## config.mk

```make
export PLATFORM = sky130hd
export DESIGN_NAME = bresenham_line_pixels_flat
export DESIGN_NICKNAME = d
export VERILOG_FILES = /design/src/hdl/blp_pkg.sv /design/src/hdl/blp_if.sv /design/src/hdl/bresenham_line_pixels.sv /design/src/hdl/blp_walker.sv /design/src/hdl/blp_pixel_map.sv /design/src/flat_wrapper.sv
export SDC_FILE = /design/constraint.sdc
export NUM_CORES = 1
export LEC_CHECK = 0
export BUFFER_PORTS_ARGS = -buffer_cell sky130_fd_sc_hd__buf_2
export CAP_MARGIN = 20
export CORE_MARGIN = 2
export CORE_UTILIZATION = 50
export CTS_CLUSTER_SIZE = 10
export DETAILED_ROUTE_END_ITERATION = 6
export GPL_TIMING_DRIVEN = 0
export PLACE_DENSITY = 0.74
export SYNTH_ARGS = -nofsm -noshare
export SYNTH_HDL_FRONTEND = slang
export SYNTH_SLANG_ARGS = --single-unit
```

## constraint.sdc

```tcl
create_clock -name clk -period 8.7 [get_ports clk]
set_input_delay 1.305 -clock clk [delete_from_list [all_inputs] [get_ports clk]]
set_output_delay 1.305 -clock clk [all_outputs]
set_load 0.01 [all_outputs]
```

## src/hdl/blp_pkg.sv

```systemverilog
// ----------------------------------------------------------------------------
// blp_pkg: shared types and constants of the Bresenham line pixel generator
// Output field widths, configuration register codes, sequencer states and
// the operation codes that drive the walker's shared adder.
// ----------------------------------------------------------------------------
package blp_pkg;

    localparam int PIX_W   = 6;   // pixel_x, pixel_y
    localparam int IDX_W   = 12;  // pixel_index
    localparam int CFG_W   = 7;   // screen_width, screen_height
    localparam int CFG_IDX_W = 1;

    typedef logic [CFG_IDX_W-1:0] cfg_index_t;
    typedef logic [CFG_W-1:0]     cfg_data_t;

    localparam cfg_index_t REG_SCREEN_WIDTH  = 1'b0;
    localparam cfg_index_t REG_SCREEN_HEIGHT = 1'b1;
    localparam cfg_data_t  SCREEN_RESET      = 7'd64;

    typedef enum logic [2:0] {
        ST_IDLE,
        ST_SETUP,
        ST_INIT,
        ST_DIFF,
        ST_RUN
    } blp_state_t;

    // walker operations
    typedef enum logic [2:0] {
        WOP_HOLD,
        WOP_LOAD,   // capture endpoints
        WOP_SETUP,  // deltas, major axis, start point
        WOP_INIT,   // err = 2*minor - major
        WOP_DIFF,   // step increment = 2*minor - 2*major
        WOP_STEP    // advance one pixel
    } walk_op_t;

endpackage

```

## src/hdl/blp_if.sv

```systemverilog
// ----------------------------------------------------------------------------
// blp_if: line and pixel channels
// Valid/ready channels carrying one line (two endpoints) and one pixel.
// ----------------------------------------------------------------------------
interface line_if #(
    parameter int COORD_BITS = 6
);
    logic                  valid;
    logic                  ready;
    logic [COORD_BITS-1:0] start_x;
    logic [COORD_BITS-1:0] start_y;
    logic [COORD_BITS-1:0] end_x;
    logic [COORD_BITS-1:0] end_y;

    modport source (output valid, start_x, start_y, end_x, end_y, input ready);
    modport sink   (input valid, start_x, start_y, end_x, end_y, output ready);
endinterface

interface pixel_if;
    import blp_pkg::*;
    logic             valid;
    logic             ready;
    logic [PIX_W-1:0] pixel_x;
    logic [PIX_W-1:0] pixel_y;
    logic [IDX_W-1:0] pixel_index;
    logic             on_screen;
    logic             last_pixel;

    modport source (output valid, pixel_x, pixel_y, pixel_index, on_screen, last_pixel,
                    input ready);
    modport sink   (input valid, pixel_x, pixel_y, pixel_index, on_screen, last_pixel,
                    output ready);
endinterface

```

## src/hdl/bresenham_line_pixels.sv

```systemverilog
// ----------------------------------------------------------------------------
// bresenham_line_pixels: Bresenham line to pixel stream
// Takes one line per beat and emits its pixels in Bresenham order, each with
// its frame-buffer index, clip flag and a mark on the final pixel.
//
//   channel  | dir | beat
//   ---------+-----+---------------------------------------------
//   lines    | in  | start_x, start_y, end_x, end_y
//   pixels   | out | pixel_x, pixel_y, pixel_index, on_screen, last_pixel
//   cfg      | in  | cfg_write, cfg_index, cfg_data (width, height)
//
// A line is captured in IDLE and set up in SETUP, INIT and DIFF (the last two
// on the walker's shared adder); RUN then emits one pixel per cycle while
// pixels is not stalled. lines.ready is high only between lines.
// A stall on pixels holds the walker; the output register keeps its beat.
// Reset sets width and height to 64 and empties the output register.
// ----------------------------------------------------------------------------
module bresenham_line_pixels #(
    parameter int COORD_BITS = 6
) (
    input  logic                  clk,
    input  logic                  rst_n,
    line_if.sink                  lines,
    pixel_if.source               pixels,
    input  logic                  cfg_write,
    input  blp_pkg::cfg_index_t   cfg_index,
    input  blp_pkg::cfg_data_t    cfg_data
);
    import blp_pkg::*;

    blp_state_t state_reg, state_next;
    walk_op_t   op;

    cfg_data_t width_reg, height_reg;

    logic [COORD_BITS-1:0] wx, wy;
    logic                  wlast;
    logic [PIX_W-1:0]      mx, my;
    logic [IDX_W-1:0]      midx;
    logic                  mvis;

    logic             out_valid_reg;
    logic [PIX_W-1:0] px_reg, py_reg;
    logic [IDX_W-1:0] pidx_reg;
    logic             pvis_reg, plast_reg;
    logic             load;

    // configuration
    always_ff @(posedge clk or negedge rst_n)
    begin
        if (!rst_n)
        begin
            width_reg  <= SCREEN_RESET;
            height_reg <= SCREEN_RESET;
        end
        else if (cfg_write)
        begin
            unique case (cfg_index)
                REG_SCREEN_WIDTH:  width_reg  <= cfg_data;
                REG_SCREEN_HEIGHT: height_reg <= cfg_data;
                default:
                begin
                end
            endcase
        end
    end

    blp_walker #(
        .COORD_BITS (COORD_BITS)
    ) u_walker (
        .clk     (clk),
        .rst_n   (rst_n),
        .op      (op),
        .start_x (lines.start_x),
        .start_y (lines.start_y),
        .end_x   (lines.end_x),
        .end_y   (lines.end_y),
        .x       (wx),
        .y       (wy),
        .last    (wlast)
    );

    blp_pixel_map #(
        .COORD_BITS (COORD_BITS)
    ) u_map (
        .x           (wx),
        .y           (wy),
        .width       (width_reg),
        .height      (height_reg),
        .pixel_x     (mx),
        .pixel_y     (my),
        .pixel_index (midx),
        .on_screen   (mvis)
    );

    // sequencer
    always_ff @(posedge clk or negedge rst_n)
    begin
        if (!rst_n)
            state_reg <= ST_IDLE;
        else
            state_reg <= state_next;
    end

    always_comb
    begin
        state_next  = state_reg;
        op          = WOP_HOLD;
        load        = 1'b0;
        lines.ready = 1'b0;
        unique case (state_reg)
            ST_IDLE:
            begin
                lines.ready = 1'b1;
                if (lines.valid)
                begin
                    op         = WOP_LOAD;
                    state_next = ST_SETUP;
                end
            end
            ST_SETUP:
            begin
                op         = WOP_SETUP;
                state_next = ST_INIT;
            end
            ST_INIT:
            begin
                op         = WOP_INIT;
                state_next = ST_DIFF;
            end
            ST_DIFF:
            begin
                op         = WOP_DIFF;
                state_next = ST_RUN;
            end
            ST_RUN:
            begin
                // advance only when the output register frees up
                if (!out_valid_reg || pixels.ready)
                begin
                    load = 1'b1;
                    if (wlast)
                        state_next = ST_IDLE;
                    else
                        op = WOP_STEP;
                end
            end
            default:
            begin
                state_next = ST_IDLE;
            end
        endcase
    end

    // output register
    always_ff @(posedge clk or negedge rst_n)
    begin
        if (!rst_n)
            out_valid_reg <= 1'b0;
        else if (load)
            out_valid_reg <= 1'b1;
        else if (pixels.ready)
            out_valid_reg <= 1'b0;
    end

    always_ff @(posedge clk)
    begin
        if (load)
        begin
            px_reg    <= mx;
            py_reg    <= my;
            pidx_reg  <= midx;
            pvis_reg  <= mvis;
            plast_reg <= wlast;
        end
    end

    assign pixels.valid       = out_valid_reg;
    assign pixels.pixel_x     = px_reg;
    assign pixels.pixel_y     = py_reg;
    assign pixels.pixel_index = pidx_reg;
    assign pixels.on_screen   = pvis_reg;
    assign pixels.last_pixel  = plast_reg;

    a_last_ends_line: assert property (@(posedge clk) disable iff (!rst_n)
        (load && wlast) |=> (state_reg == ST_IDLE))
        else $error("line did not end after its last pixel");

    a_off_screen_zero: assert property (@(posedge clk) disable iff (!rst_n)
        (out_valid_reg && !pvis_reg) |-> (pidx_reg == '0))
        else $error("off-screen pixel carries a non-zero index");

    a_no_overwrite: assert property (@(posedge clk) disable iff (!rst_n)
        load |-> (!out_valid_reg || pixels.ready))
        else $error("pending pixel overwritten");

    a_accept_starts_setup: assert property (@(posedge clk) disable iff (!rst_n)
        (lines.valid && lines.ready) |=> (state_reg == ST_SETUP))
        else $error("accepted line did not start setup");

endmodule

```

## src/hdl/blp_walker.sv

```systemverilog
// ----------------------------------------------------------------------------
// blp_walker: Bresenham walker with one shared error adder
// Holds the endpoints, works out the major axis and start point, and then
// steps one pixel per STEP operation. The error term, its start value and
// the diagonal increment all go through the same adder.
// ----------------------------------------------------------------------------
module blp_walker #(
    parameter int COORD_BITS = 6
) (
    input  logic                  clk,
    input  logic                  rst_n,
    input  blp_pkg::walk_op_t     op,
    input  logic [COORD_BITS-1:0] start_x,
    input  logic [COORD_BITS-1:0] start_y,
    input  logic [COORD_BITS-1:0] end_x,
    input  logic [COORD_BITS-1:0] end_y,
    output logic [COORD_BITS-1:0] x,
    output logic [COORD_BITS-1:0] y,
    output logic                  last
);
    import blp_pkg::*;

    localparam int N = COORD_BITS;
    localparam int E = COORD_BITS + 3;

    logic [N-1:0] x1_reg, y1_reg, x2_reg, y2_reg;
    logic [N-1:0] major_reg, minor_reg, stop_reg;
    logic [N-1:0] amaj_reg, amin_reg;
    logic         xmajor_reg, step_up_reg;
    logic signed [E-1:0] err_reg, inc_step_reg;

    logic signed [N:0] dx, dy;
    logic [N-1:0]      adx, ady;
    logic              xmajor, step_up;
    logic signed [E-1:0] opa, opb, sum;
    logic signed [E-1:0] two_min, neg_maj;
    logic              hold;

    assign dx = $signed({1'b0, x2_reg}) - $signed({1'b0, x1_reg});
    assign dy = $signed({1'b0, y2_reg}) - $signed({1'b0, y1_reg});
    assign adx = dx[N] ? N'(-dx) : N'(dx);
    assign ady = dy[N] ? N'(-dy) : N'(dy);
    assign xmajor  = (ady <= adx);
    assign step_up = (dx[N] == dy[N]) && (dx != '0) && (dy != '0);

    assign two_min = E'({amin_reg, 1'b0});
    assign neg_maj = -(E'(amaj_reg));
    // x-major holds the minor axis while err < 0, y-major while err <= 0
    assign hold = err_reg[E-1] || (!xmajor_reg && err_reg == '0);

    // shared adder
    always_comb
    begin
        opa = err_reg;
        opb = hold ? two_min : inc_step_reg;
        unique case (op)
            WOP_INIT:
            begin
                opa = two_min;
                opb = neg_maj;
            end
            WOP_DIFF:
            begin
                opa = two_min;
                opb = E'(neg_maj <<< 1);
            end
            default:
            begin
                opa = err_reg;
                opb = hold ? two_min : inc_step_reg;
            end
        endcase
        sum = opa + opb;
    end

    always_ff @(posedge clk)
    begin
        unique case (op)
            WOP_LOAD:
            begin
                x1_reg <= start_x;
                y1_reg <= start_y;
                x2_reg <= end_x;
                y2_reg <= end_y;
            end
            WOP_SETUP:
            begin
                xmajor_reg  <= xmajor;
                step_up_reg <= step_up;
                if (xmajor)
                begin
                    amaj_reg  <= adx;
                    amin_reg  <= ady;
                    major_reg <= dx[N] ? x2_reg : x1_reg;
                    minor_reg <= dx[N] ? y2_reg : y1_reg;
                    stop_reg  <= dx[N] ? x1_reg : x2_reg;
                end
                else
                begin
                    amaj_reg  <= ady;
                    amin_reg  <= adx;
                    major_reg <= dy[N] ? y2_reg : y1_reg;
                    minor_reg <= dy[N] ? x2_reg : x1_reg;
                    stop_reg  <= dy[N] ? y1_reg : y2_reg;
                end
            end
            WOP_INIT:
            begin
                err_reg <= sum;
            end
            WOP_DIFF:
            begin
                inc_step_reg <= sum;
            end
            WOP_STEP:
            begin
                err_reg   <= sum;
                major_reg <= major_reg + N'(1);
                if (!hold)
                    minor_reg <= step_up_reg ? minor_reg + N'(1) : minor_reg - N'(1);
            end
            default:
            begin
            end
        endcase
    end

    assign x    = xmajor_reg ? major_reg : minor_reg;
    assign y    = xmajor_reg ? minor_reg : major_reg;
    assign last = (major_reg == stop_reg);

    // never step past the far endpoint
    a_no_step_past_end: assert property (@(posedge clk) disable iff (!rst_n)
        op == WOP_STEP |-> !last)
        else $error("walker stepped past the end of the line");

endmodule

```

## src/hdl/blp_pixel_map.sv

```systemverilog
// ----------------------------------------------------------------------------
// blp_pixel_map: clip test and frame-buffer index of one pixel
// Index is (height - y - 1) * width + x, zero when the pixel is off screen.
// ----------------------------------------------------------------------------
module blp_pixel_map #(
    parameter int COORD_BITS = 6
) (
    input  logic [COORD_BITS-1:0]     x,
    input  logic [COORD_BITS-1:0]     y,
    input  blp_pkg::cfg_data_t        width,
    input  blp_pkg::cfg_data_t        height,
    output logic [blp_pkg::PIX_W-1:0] pixel_x,
    output logic [blp_pkg::PIX_W-1:0] pixel_y,
    output logic [blp_pkg::IDX_W-1:0] pixel_index,
    output logic                      on_screen
);
    import blp_pkg::*;

    localparam int CW = (COORD_BITS > CFG_W) ? COORD_BITS : CFG_W;

    logic [IDX_W-1:0] row;

    assign on_screen = (CW'(x) < CW'(width)) && (CW'(y) < CW'(height));
    assign row       = IDX_W'(height) - IDX_W'(y) - IDX_W'(1);
    assign pixel_index = on_screen ? IDX_W'(row * IDX_W'(width) + IDX_W'(x)) : '0;
    assign pixel_x   = PIX_W'(x);
    assign pixel_y   = PIX_W'(y);

endmodule

```

## src/flat_wrapper.sv

```systemverilog
// flat-port wrapper written by rule: the top's interface ports become plain ports
module bresenham_line_pixels_flat import blp_pkg::*;
#(
    parameter int COORD_BITS = 6
)
  (clk, rst_n, cfg_write, cfg_index, cfg_data, lines_valid, lines_start_x, lines_start_y, lines_end_x, lines_end_y, lines_ready, pixels_valid, pixels_pixel_x, pixels_pixel_y, pixels_pixel_index, pixels_on_screen, pixels_last_pixel, pixels_ready);
  line_if #(.COORD_BITS(COORD_BITS)) lines_i ();
  pixel_if pixels_i ();
  input  logic clk;
  input  logic rst_n;
  input  logic cfg_write;
  input  blp_pkg::cfg_index_t cfg_index;
  input  blp_pkg::cfg_data_t cfg_data;
  input wire logic [$bits(lines_i.valid)-1:0] lines_valid;
  input wire logic [$bits(lines_i.start_x)-1:0] lines_start_x;
  input wire logic [$bits(lines_i.start_y)-1:0] lines_start_y;
  input wire logic [$bits(lines_i.end_x)-1:0] lines_end_x;
  input wire logic [$bits(lines_i.end_y)-1:0] lines_end_y;
  output wire logic [$bits(lines_i.ready)-1:0] lines_ready;
  output wire logic [$bits(pixels_i.valid)-1:0] pixels_valid;
  output wire logic [$bits(pixels_i.pixel_x)-1:0] pixels_pixel_x;
  output wire logic [$bits(pixels_i.pixel_y)-1:0] pixels_pixel_y;
  output wire logic [$bits(pixels_i.pixel_index)-1:0] pixels_pixel_index;
  output wire logic [$bits(pixels_i.on_screen)-1:0] pixels_on_screen;
  output wire logic [$bits(pixels_i.last_pixel)-1:0] pixels_last_pixel;
  input wire logic [$bits(pixels_i.ready)-1:0] pixels_ready;
  assign lines_i.valid = lines_valid;
  assign lines_i.start_x = lines_start_x;
  assign lines_i.start_y = lines_start_y;
  assign lines_i.end_x = lines_end_x;
  assign lines_i.end_y = lines_end_y;
  assign lines_ready = lines_i.ready;
  assign pixels_valid = pixels_i.valid;
  assign pixels_pixel_x = pixels_i.pixel_x;
  assign pixels_pixel_y = pixels_i.pixel_y;
  assign pixels_pixel_index = pixels_i.pixel_index;
  assign pixels_on_screen = pixels_i.on_screen;
  assign pixels_last_pixel = pixels_i.last_pixel;
  assign pixels_i.ready = pixels_ready;
  bresenham_line_pixels #(.COORD_BITS(COORD_BITS)) u_core (.clk(clk), .rst_n(rst_n), .lines(lines_i), .pixels(pixels_i), .cfg_write(cfg_write), .cfg_index(cfg_index), .cfg_data(cfg_data));
endmodule
```

==> results_dict.tcl, run 1 <==
set metrics [dict create \
    setup_slack_ps 1264 \
    insertion_delay_ps 430 \
    ff2ff_setup_slack_ps 1260 \
    fillers 1525 \
    finalNetCount 1110 \
    routed_wl_um 19480 \
    boundaryPins 65 \
    grt_pass1_wl_um 31910 \
    ys_seq_area_share_pct 37.70 \
    place_congestion 0.8788 \
    reg2reg_depth 24 \
    synth_cell_types 54 \
    cts_max_level 4 \
    wl_met2_um 9438 \
    whs_ps 504.9 \
    yosys-top-cells-area "edfxtp_1, ha_1, fa_1" \
    vias 6445 \
    synth_area_leader_cell "edfxtp_1" \
    place_area_mm2 0.009809 \
    dieArea_mm2 0.01943 \
    synth_edf_count 100 \
    antenna_found_initial 0 \
    clk_pin_slew_ps 60 \
    cts_root_buf "clkbuf_16" \
    syn-num-nets 1025 \
    reg2reg_from "u_core.u_walker.xmajor_reg" \
    cp_data_required_time_ps 8860 \
    final_common_cell "inv_1" \
    hold_depth 1 \
    crit_path_start_kind "register" \
    async_reset_ff_share_pct 15.25 \
    hold_end "u_core.height_reg[0]" \
    synth_area_per_cell_um2 10.53 \
    post_cts_buffers 0 \
    dr_wl_met3_um 871 \
    end_kind "register" \
    dr.first_iter.drc_count 373 \
    numPortBuffers 64 \
    worst_pin_slew_ps 992.9 \
    finalInstanceArea_mm2 0.01038 \
    critPathMaxFanout 10 \
    grt_pass1_vias 6447 \
    areaGrowthSynthToFinish_pct 13.27 \
    wl_met1_um 8617 \
    ys_ff_latch 118 \
    row_count 49 \
    largest_reg_flops 12 \
    start_util_pct 51.03 \
    grt_usage_pct 20.77 \
    slew_violations 0 \
    worstSetupPathType "reg -> reg" \
    hpwl_um 15030 \
    ctsLongestPathBuffers 2 \
    dr.max_layer_used "met4" \
    synthesis.area_mm2 0.009168 \
    drive_gt1_share_pct 14.86 \
    ys_warn_count 0 \
    numCtsBuffers 17 \
    ant_nets 0 \
    hold_class "reg -> reg" \
    grt.overflow.total 0 \
    post-place-ws_ps 1385 \
    coreArea_mm2 0.01796 \
    setup_tns_ps 0 \
    hold_start "u_core.height_reg[0]" \
    viasPerCell 5.380 \
    finalCritPeriodShare_pct 85.48 \
    fmax_mhz 134.5 \
    drcViolationCount 0 \
    cts-resized-gates 0 \
    grt_max_degree 25 \
    num_antenna_cells 0 \
    max_cap_viol_count 0 \
    yosysTopAreaCellShare_pct 32.76 \
    drt_first_pass_iters 5 \
    wl_per_cell_um 16.26 \
    max_slew_margin_pct 33.81 \
    reg2reg_to "u_core.pixels.pixel_index[11]" \
    synth_flop_cell "edfxtp_1" \
    syn-instance-count 871 \
    ctsHoldBuffers 0 \
    cts_tree "yes" \
    rsz0062_at_grt "false" \
    clock_sinks 118 \
    finalSetupViolCount 0 \
    die_y_um 139.4 \
    skew_ps 5.990 \
    hold_viol_final 0 \
    min_period_ps 7436 \
    outcome "finished clean" \
    arrival_ps 7600 \
    final_cell_mix "inv_1, edfxtp_1, ha_1" \
    die_w_um 139.4 \
]
worst max-delay path by stage:
stage                               start                             to  slack, ps  cells past startpoint
3_5_place_dp   u_core.u_walker.xmajor_reg  u_core.pixels.pixel_index[11]       1390                     24
6_report       u_core.u_walker.xmajor_reg  u_core.pixels.pixel_index[11]       1260                     24
2_1_floorplan  u_core.u_walker.xmajor_reg  u_core.pixels.pixel_index[11]       2120                     24
5_1_grt        u_core.u_walker.xmajor_reg  u_core.pixels.pixel_index[11]        790                     24
3_3_place_gp   u_core.u_walker.xmajor_reg  u_core.pixels.pixel_index[11]       1470                     24
4_1_cts        u_core.u_walker.xmajor_reg  u_core.pixels.pixel_index[11]       1300                     24
critical path, stage by stage (launching register included):
cell and delay (ps):
edfxtp_1 430, buf_1 550, mux2i_1 330, inv_1 130, fa_1 460, nand2b_1 160
a21oi_1 360, a311oi_2 180, xor2_1 440, xnor2_1 270, and2_1 240, fa_1 520
fa_1 450, fa_1 540, inv_1 50, fa_1 530, inv_1 40, ha_1 310
o21ai_0 160, nand2b_1 70, a21oi_1 140, a21oi_1 80, xnor2_1 240, xnor3_1 350
mux2i_1 140
stage by stage:
stage / cells / util [%]
CTS: 1198 / 57.80
finish: 1198 / 57.80
global route: 1198 / 57.80
global placement: 1164 / 54.41
detailed placement: 1166 / 54.61
floorplan: 871 / -
per-layer routing:
layer  track usage, %  vias to the layer above
met2            35.11                      163
li1                 -                     3152
met4            7.868                        0
met1            26.46                     3085
met5                0                        -
met3            4.129                       45
area by class of cell:
cell class / count / area [um2] / area share, %
multi-input combinational: 602 / 5151 / 49.61
sequential: 118 / 3456 / 33.28
inverter: 128 / 480.5 / 4.627
clock buffer: 20 / 446.7 / 4.302
timing repair buffer: 66 / 342.8 / 3.302
tap: 229 / 286.5 / 2.759
clock inverter: 12 / 127.6 / 1.229
buffer: 23 / 92.59 / 0.8917
kinds of logic (layout without fill, tap and decap cells):
group	Yosys count	after routing	share of synthesized area, %
flip-flops	118	118	37.70
buffers and inverters	151	249	6.251
adder cells (fa/ha/maj)	117	117	19.41
AO/OA/AOI/OAI	130	130	9.076
XOR/XNOR	65	65	6.360
AND/OR/NAND/NOR	202	202	11.22
multiplexers	88	88	9.990
Yosys cell counts (25+ instances only):
cell and number:
mux2_2 28, a21oi_1 38, mux2i_1 60, fa_1 42, o21ai_0 31, edfxtp_1 100
ha_1 75, xnor2_1 47, inv_1 128, and2_1 25, nor2_1 48, nand2_1 43
Power of run 1 is left out: the tool's default activity adds up to more than one toggle a clock period on the data nets, which glitch-free logic cannot reach.
==> run 2: changes to the inputs <==
CTS_BUF_LIST = sky130_fd_sc_hd__clkbuf_8   (was not set)
==> run 2 against run 1 <==
Via count about the same. Core utilization down 1.1 points. Sequential share of layout area grew 0.62 points. Global-route usage is 0.51 points lower. Highest routed layer unchanged.
==> results_dict.tcl, run 2 (same netlist as run 1, synthesis figures left out) <==
set metrics [dict create \
    outcome "finished clean" \
    start_util_pct 51.03 \
    cts_tree "yes" \
    final_cell_mix "inv_1, edfxtp_1, ha_1" \
    viasPerCell 5.383 \
    max_stage_delay_ps 540 \
    grt.overflow.total 0 \
    drt_first_pass_iters 7 \
    min_period_ps 7416 \
    fmax_mhz 134.8 \
    die_w_um 139.4 \
    end_kind "register" \
    hpwl_um 15030 \
    routed_wl_um 19100 \
    dr.first_iter.drc_count 420 \
    numPortBuffers 64 \
    grt_pass1_vias 6385 \
    ctsHoldBuffers 0 \
    areaGrowthSynthToFinish_pct 11.18 \
    finalCritPeriodShare_pct 85.24 \
    cp_data_required_time_ps 8980 \
    row_count 49 \
    crit_family "adder cells" \
    max_slew_margin_pct 34.11 \
    max_cap_viol_count 0 \
    post_cts_buffers 0 \
    critPathBufInv 4 \
    cts_root_buf "clkbuf_8" \
    boundaryPins 65 \
    grt_usage_pct 20.25 \
    rsz0062_at_grt "false" \
    grt_max_degree 25 \
    coreArea_mm2 0.01796 \
    dieArea_mm2 0.01943 \
    worstSetupPathType "reg -> reg" \
    cpMostUsedCell "fa_1" \
    clk_pin_slew_ps 80 \
    critPathMaxFanout 10 \
    hold_viol_final 0 \
    ant_nets 0 \
    antenna_found_initial 0 \
    num_antenna_cells 0 \
    numCtsBuffers 17 \
    insertion_delay_ps 460 \
    grt_pass1_wl_um 31200 \
    hold_class "reg -> reg" \
    place_congestion 0.8788 \
    critPathSlowestCell "buf_1" \
    setup_tns_ps 0 \
    cts-resized-gates 0 \
    finalNetCount 1110 \
    cp_cell_sequence "buf_1 > mux2i_1 > inv_1 > fa_1 > nand2b_1 > a21oi_1 > a311oi_2 > xor2_1 > xnor2_1 > and2_1 > fa_1 > fa_1 > fa_1 > inv_1 > fa_1 > inv_1 > ha_1 > o21ai_0 > nand2b_1 > a21oi_1 > a21oi_1 > xnor2_1 > xnor3_1 > mux2i_1" \
    die_y_um 139.4 \
    wl_per_cell_um 15.94 \
    vias 6449 \
    clock_sinks 118 \
    ctsLongestPathBuffers 2 \
    arrival_ps 7690 \
    slew_violations 0 \
    largest_reg_flops 12 \
    cts_max_level 4 \
    crit_path_start_kind "register" \
    finalSetupViolCount 0 \
    drcViolationCount 0 \
    skew_ps 7.961 \
    final_common_cell "inv_1" \
    worst_pin_slew_ps 988.4 \
    drive_gt1_share_pct 14.86 \
]
==> run 2: cell type report <==
| cell class | count | area, um2 |
|---|---|---|
| well taps | 229 | 286.5 |
| repair buffers | 66 | 342.8 |
| clock buffers | 18 | 247.7 |
| fillers | 1549 | 7771 |
| plain buffers | 23 | 92.59 |
| flip-flops and latches | 118 | 3456 |
| inverters | 128 | 480.5 |
| clock inverters | 14 | 135.1 |
| multi-input cells | 602 | 5151 |
==> run 2: stage by stage <==
stage / hold WS, ps / util (%) / std cells / worst slack (ps) / area [um2]
after global routing: 529.5 / 56.74 / 1198 / 858.0 / 10190
final: 507.8 / 56.74 / 1198 / 1284 / 10190
after floorplan: 479.4 / - / 871 / 2116 / 9168
after CTS: 513.6 / 56.74 / 1198 / 1332 / 10190
after global placement: 488.9 / 54.41 / 1164 / 1474 / 9774
after detailed placement: 497.1 / 54.61 / 1166 / 1385 / 9809
==> run 2: per-layer routing <==
metal	part of all wire [%]	GRT usage, %	routed length, um	vias to the layer above
li1	-	-	-	3154
met1	45	26.10	8564	3099
met2	48	34.06	9207	154
met3	4.0	3.682	763	42
met4	2.9	7.921	562	0
met5	0	0	0	-
==> run 2: worst paths after layout <==
kind | to | cells after the start | slack, ps | from
max in group asynchronous | u_core.height_reg[6] | 1 | 7550 | rst_n
hold reg to reg | u_core.height_reg[0] | 1 | 510 | u_core.height_reg[0]
setup / recovery | u_core.pixels.pixel_index[11] | 24 | 1280 | u_core.u_walker.xmajor_reg
hold / removal | u_core.height_reg[0] | 1 | 510 | u_core.height_reg[0]
setup reg to reg | u_core.pixels.pixel_index[11] | 24 | 1280 | u_core.u_walker.xmajor_reg
min in group asynchronous | u_core.width_reg[4] | 1 | 800 | rst_n
Power of run 2 is left out for the same reason.
==> run 3: changes to the inputs <==
RECOVER_POWER = 50   (was not set)
==> run 3 against run 2 <==
The flow now finishes with violations (max-capacitance violations). Setup slack got worse by 12 ps. Die area did not move. Critical path type unchanged. Wire length rose by 0.41%. Global-route usage did not move. Critical endpoint unchanged. First-iteration DRC count fell by 15%. Fmax fell by 0.17%. Clock skew rose by 2.9 ps. Sequential share of layout area rose by 0.13 points. Critical path depth did not move. Register-to-register slack barely moved. Clock-buffer cell count did not move. Via count rose by 0.14%.
==> results_dict.tcl, run 3 (same netlist as run 1, synthesis figures left out) <==
set metrics [dict create \
    outcome "finished, violations left" \
    violations "max-capacitance violations" \
    grt_max_degree 25 \
    max_cap_viol_count 1 \
    drcViolationCount 0 \
    dieArea_mm2 0.01943 \
    ctsLongestPathBuffers 2 \
    ant_nets 0 \
    rsz0062_at_grt "false" \
    grt.overflow.total 0 \
    end_kind "register" \
    cts_max_level 4 \
    max_stage_delay_ps 540 \
    drive_gt1_share_pct 12.49 \
    cp_cell_sequence "clkbuf_1 > mux2i_1 > inv_1 > fa_1 > nand2b_1 > a21oi_1 > a311oi_2 > xor2_1 > xnor2_1 > and2_1 > fa_1 > fa_1 > fa_1 > inv_1 > fa_1 > inv_1 > ha_1 > o21ai_0 > nand2b_1 > a21oi_1 > a21oi_1 > xnor2_1 > xnor3_1 > mux2i_1" \
    critPathBufInv 4 \
    finalNetCount 1110 \
    areaGrowthSynthToFinish_pct 10.77 \
    min_period_ps 7428 \
    wl_per_cell_um 16.01 \
    setup_tns_ps 0 \
    cts_root_buf "clkbuf_8" \
    critPathMaxFanout 10 \
    critPathSlowestCell "clkbuf_1" \
    final_cell_mix "inv_1, edfxtp_1, ha_1" \
    viasPerCell 5.391 \
    finalCritPeriodShare_pct 85.38 \
    post_cts_buffers 0 \
    die_y_um 139.4 \
    final_common_cell "inv_1" \
    die_w_um 139.4 \
    cts_tree "yes" \
    place_congestion 0.8788 \
    numPortBuffers 64 \
    finalSetupViolCount 0 \
    antenna_found_initial 0 \
    cpMostUsedCell "fa_1" \
    grt_pass1_vias 6385 \
    vias 6458 \
    slew_violations 0 \
    start_util_pct 51.03 \
    cp_data_required_time_ps 8900 \
    clock_sinks 118 \
    worst_pin_slew_ps 1488 \
    max_slew_margin_pct 0.01247 \
    crit_family "adder cells" \
    hold_viol_final 0 \
    drt_first_pass_iters 7 \
    coreArea_mm2 0.01796 \
    insertion_delay_ps 460 \
    largest_reg_flops 12 \
    hold_class "reg -> reg" \
    row_count 49 \
    fmax_mhz 134.6 \
    numCtsBuffers 17 \
    ctsHoldBuffers 0 \
    grt_pass1_wl_um 31200 \
    worstSetupPathType "reg -> reg" \
    skew_ps 10.82 \
    crit_path_start_kind "register" \
    grt_usage_pct 20.25 \
    hpwl_um 15030 \
    boundaryPins 65 \
    arrival_ps 7620 \
    cts-resized-gates 0 \
    num_antenna_cells 0 \
    clk_pin_slew_ps 80 \
    dr.first_iter.drc_count 358 \
    routed_wl_um 19180 \
]
==> run 3: layer usage <==
layer	global-route usage [%]	vias to the layer above	part of all wire [%]
met2	34.06	161	48
met4	7.921	0	2.7
met3	3.682	39	4.1
li1	-	3151	-
met5	0	-	0
met1	26.10	3107	45
==> run 3: stage by stage <==
stage / hold slack [ps] / util [%] / area, um2 / setup slack (ps) / cells
CTS: 513.6 / 56.74 / 10190 / 1332 / 1198
floorplan: 479.4 / - / 9168 / 2116 / 871
global route: 529.5 / 56.53 / 10150 / 849.9 / 1198
finish: 507.9 / 56.53 / 10150 / 1272 / 1198
global placement: 488.9 / 54.41 / 9774 / 1474 / 1164
detailed placement: 497.1 / 54.61 / 9809 / 1385 / 1166
==> run 3: path summary, 6_finish.rpt <==
path                                       startpoint                             to  slack, ps  cells past startpoint
min                              u_core.height_reg[0]           u_core.height_reg[0]        510                      1
min in group asynchronous                       rst_n            u_core.width_reg[4]       1040                      1
max                        u_core.u_walker.xmajor_reg  u_core.pixels.pixel_index[11]       1270                     24
max in group asynchronous                       rst_n            u_core.width_reg[5]       6990                      1
max reg2reg                u_core.u_walker.xmajor_reg  u_core.pixels.pixel_index[11]       1270                     24
min reg2reg                      u_core.height_reg[0]           u_core.height_reg[0]        510                      1
==> run 3: final cells by class <==
cell class,count,area [um2]
fillers,1564,7809
multi-input cells,602,5139
flip-flops and latches,118,3456
inverters,128,480.5
repair buffers,66,317.8
well taps,229,286.5
clock buffers,18,247.7
clock inverters,14,135.1
plain buffers,23,92.59
Power of run 3 is left out for the same reason.
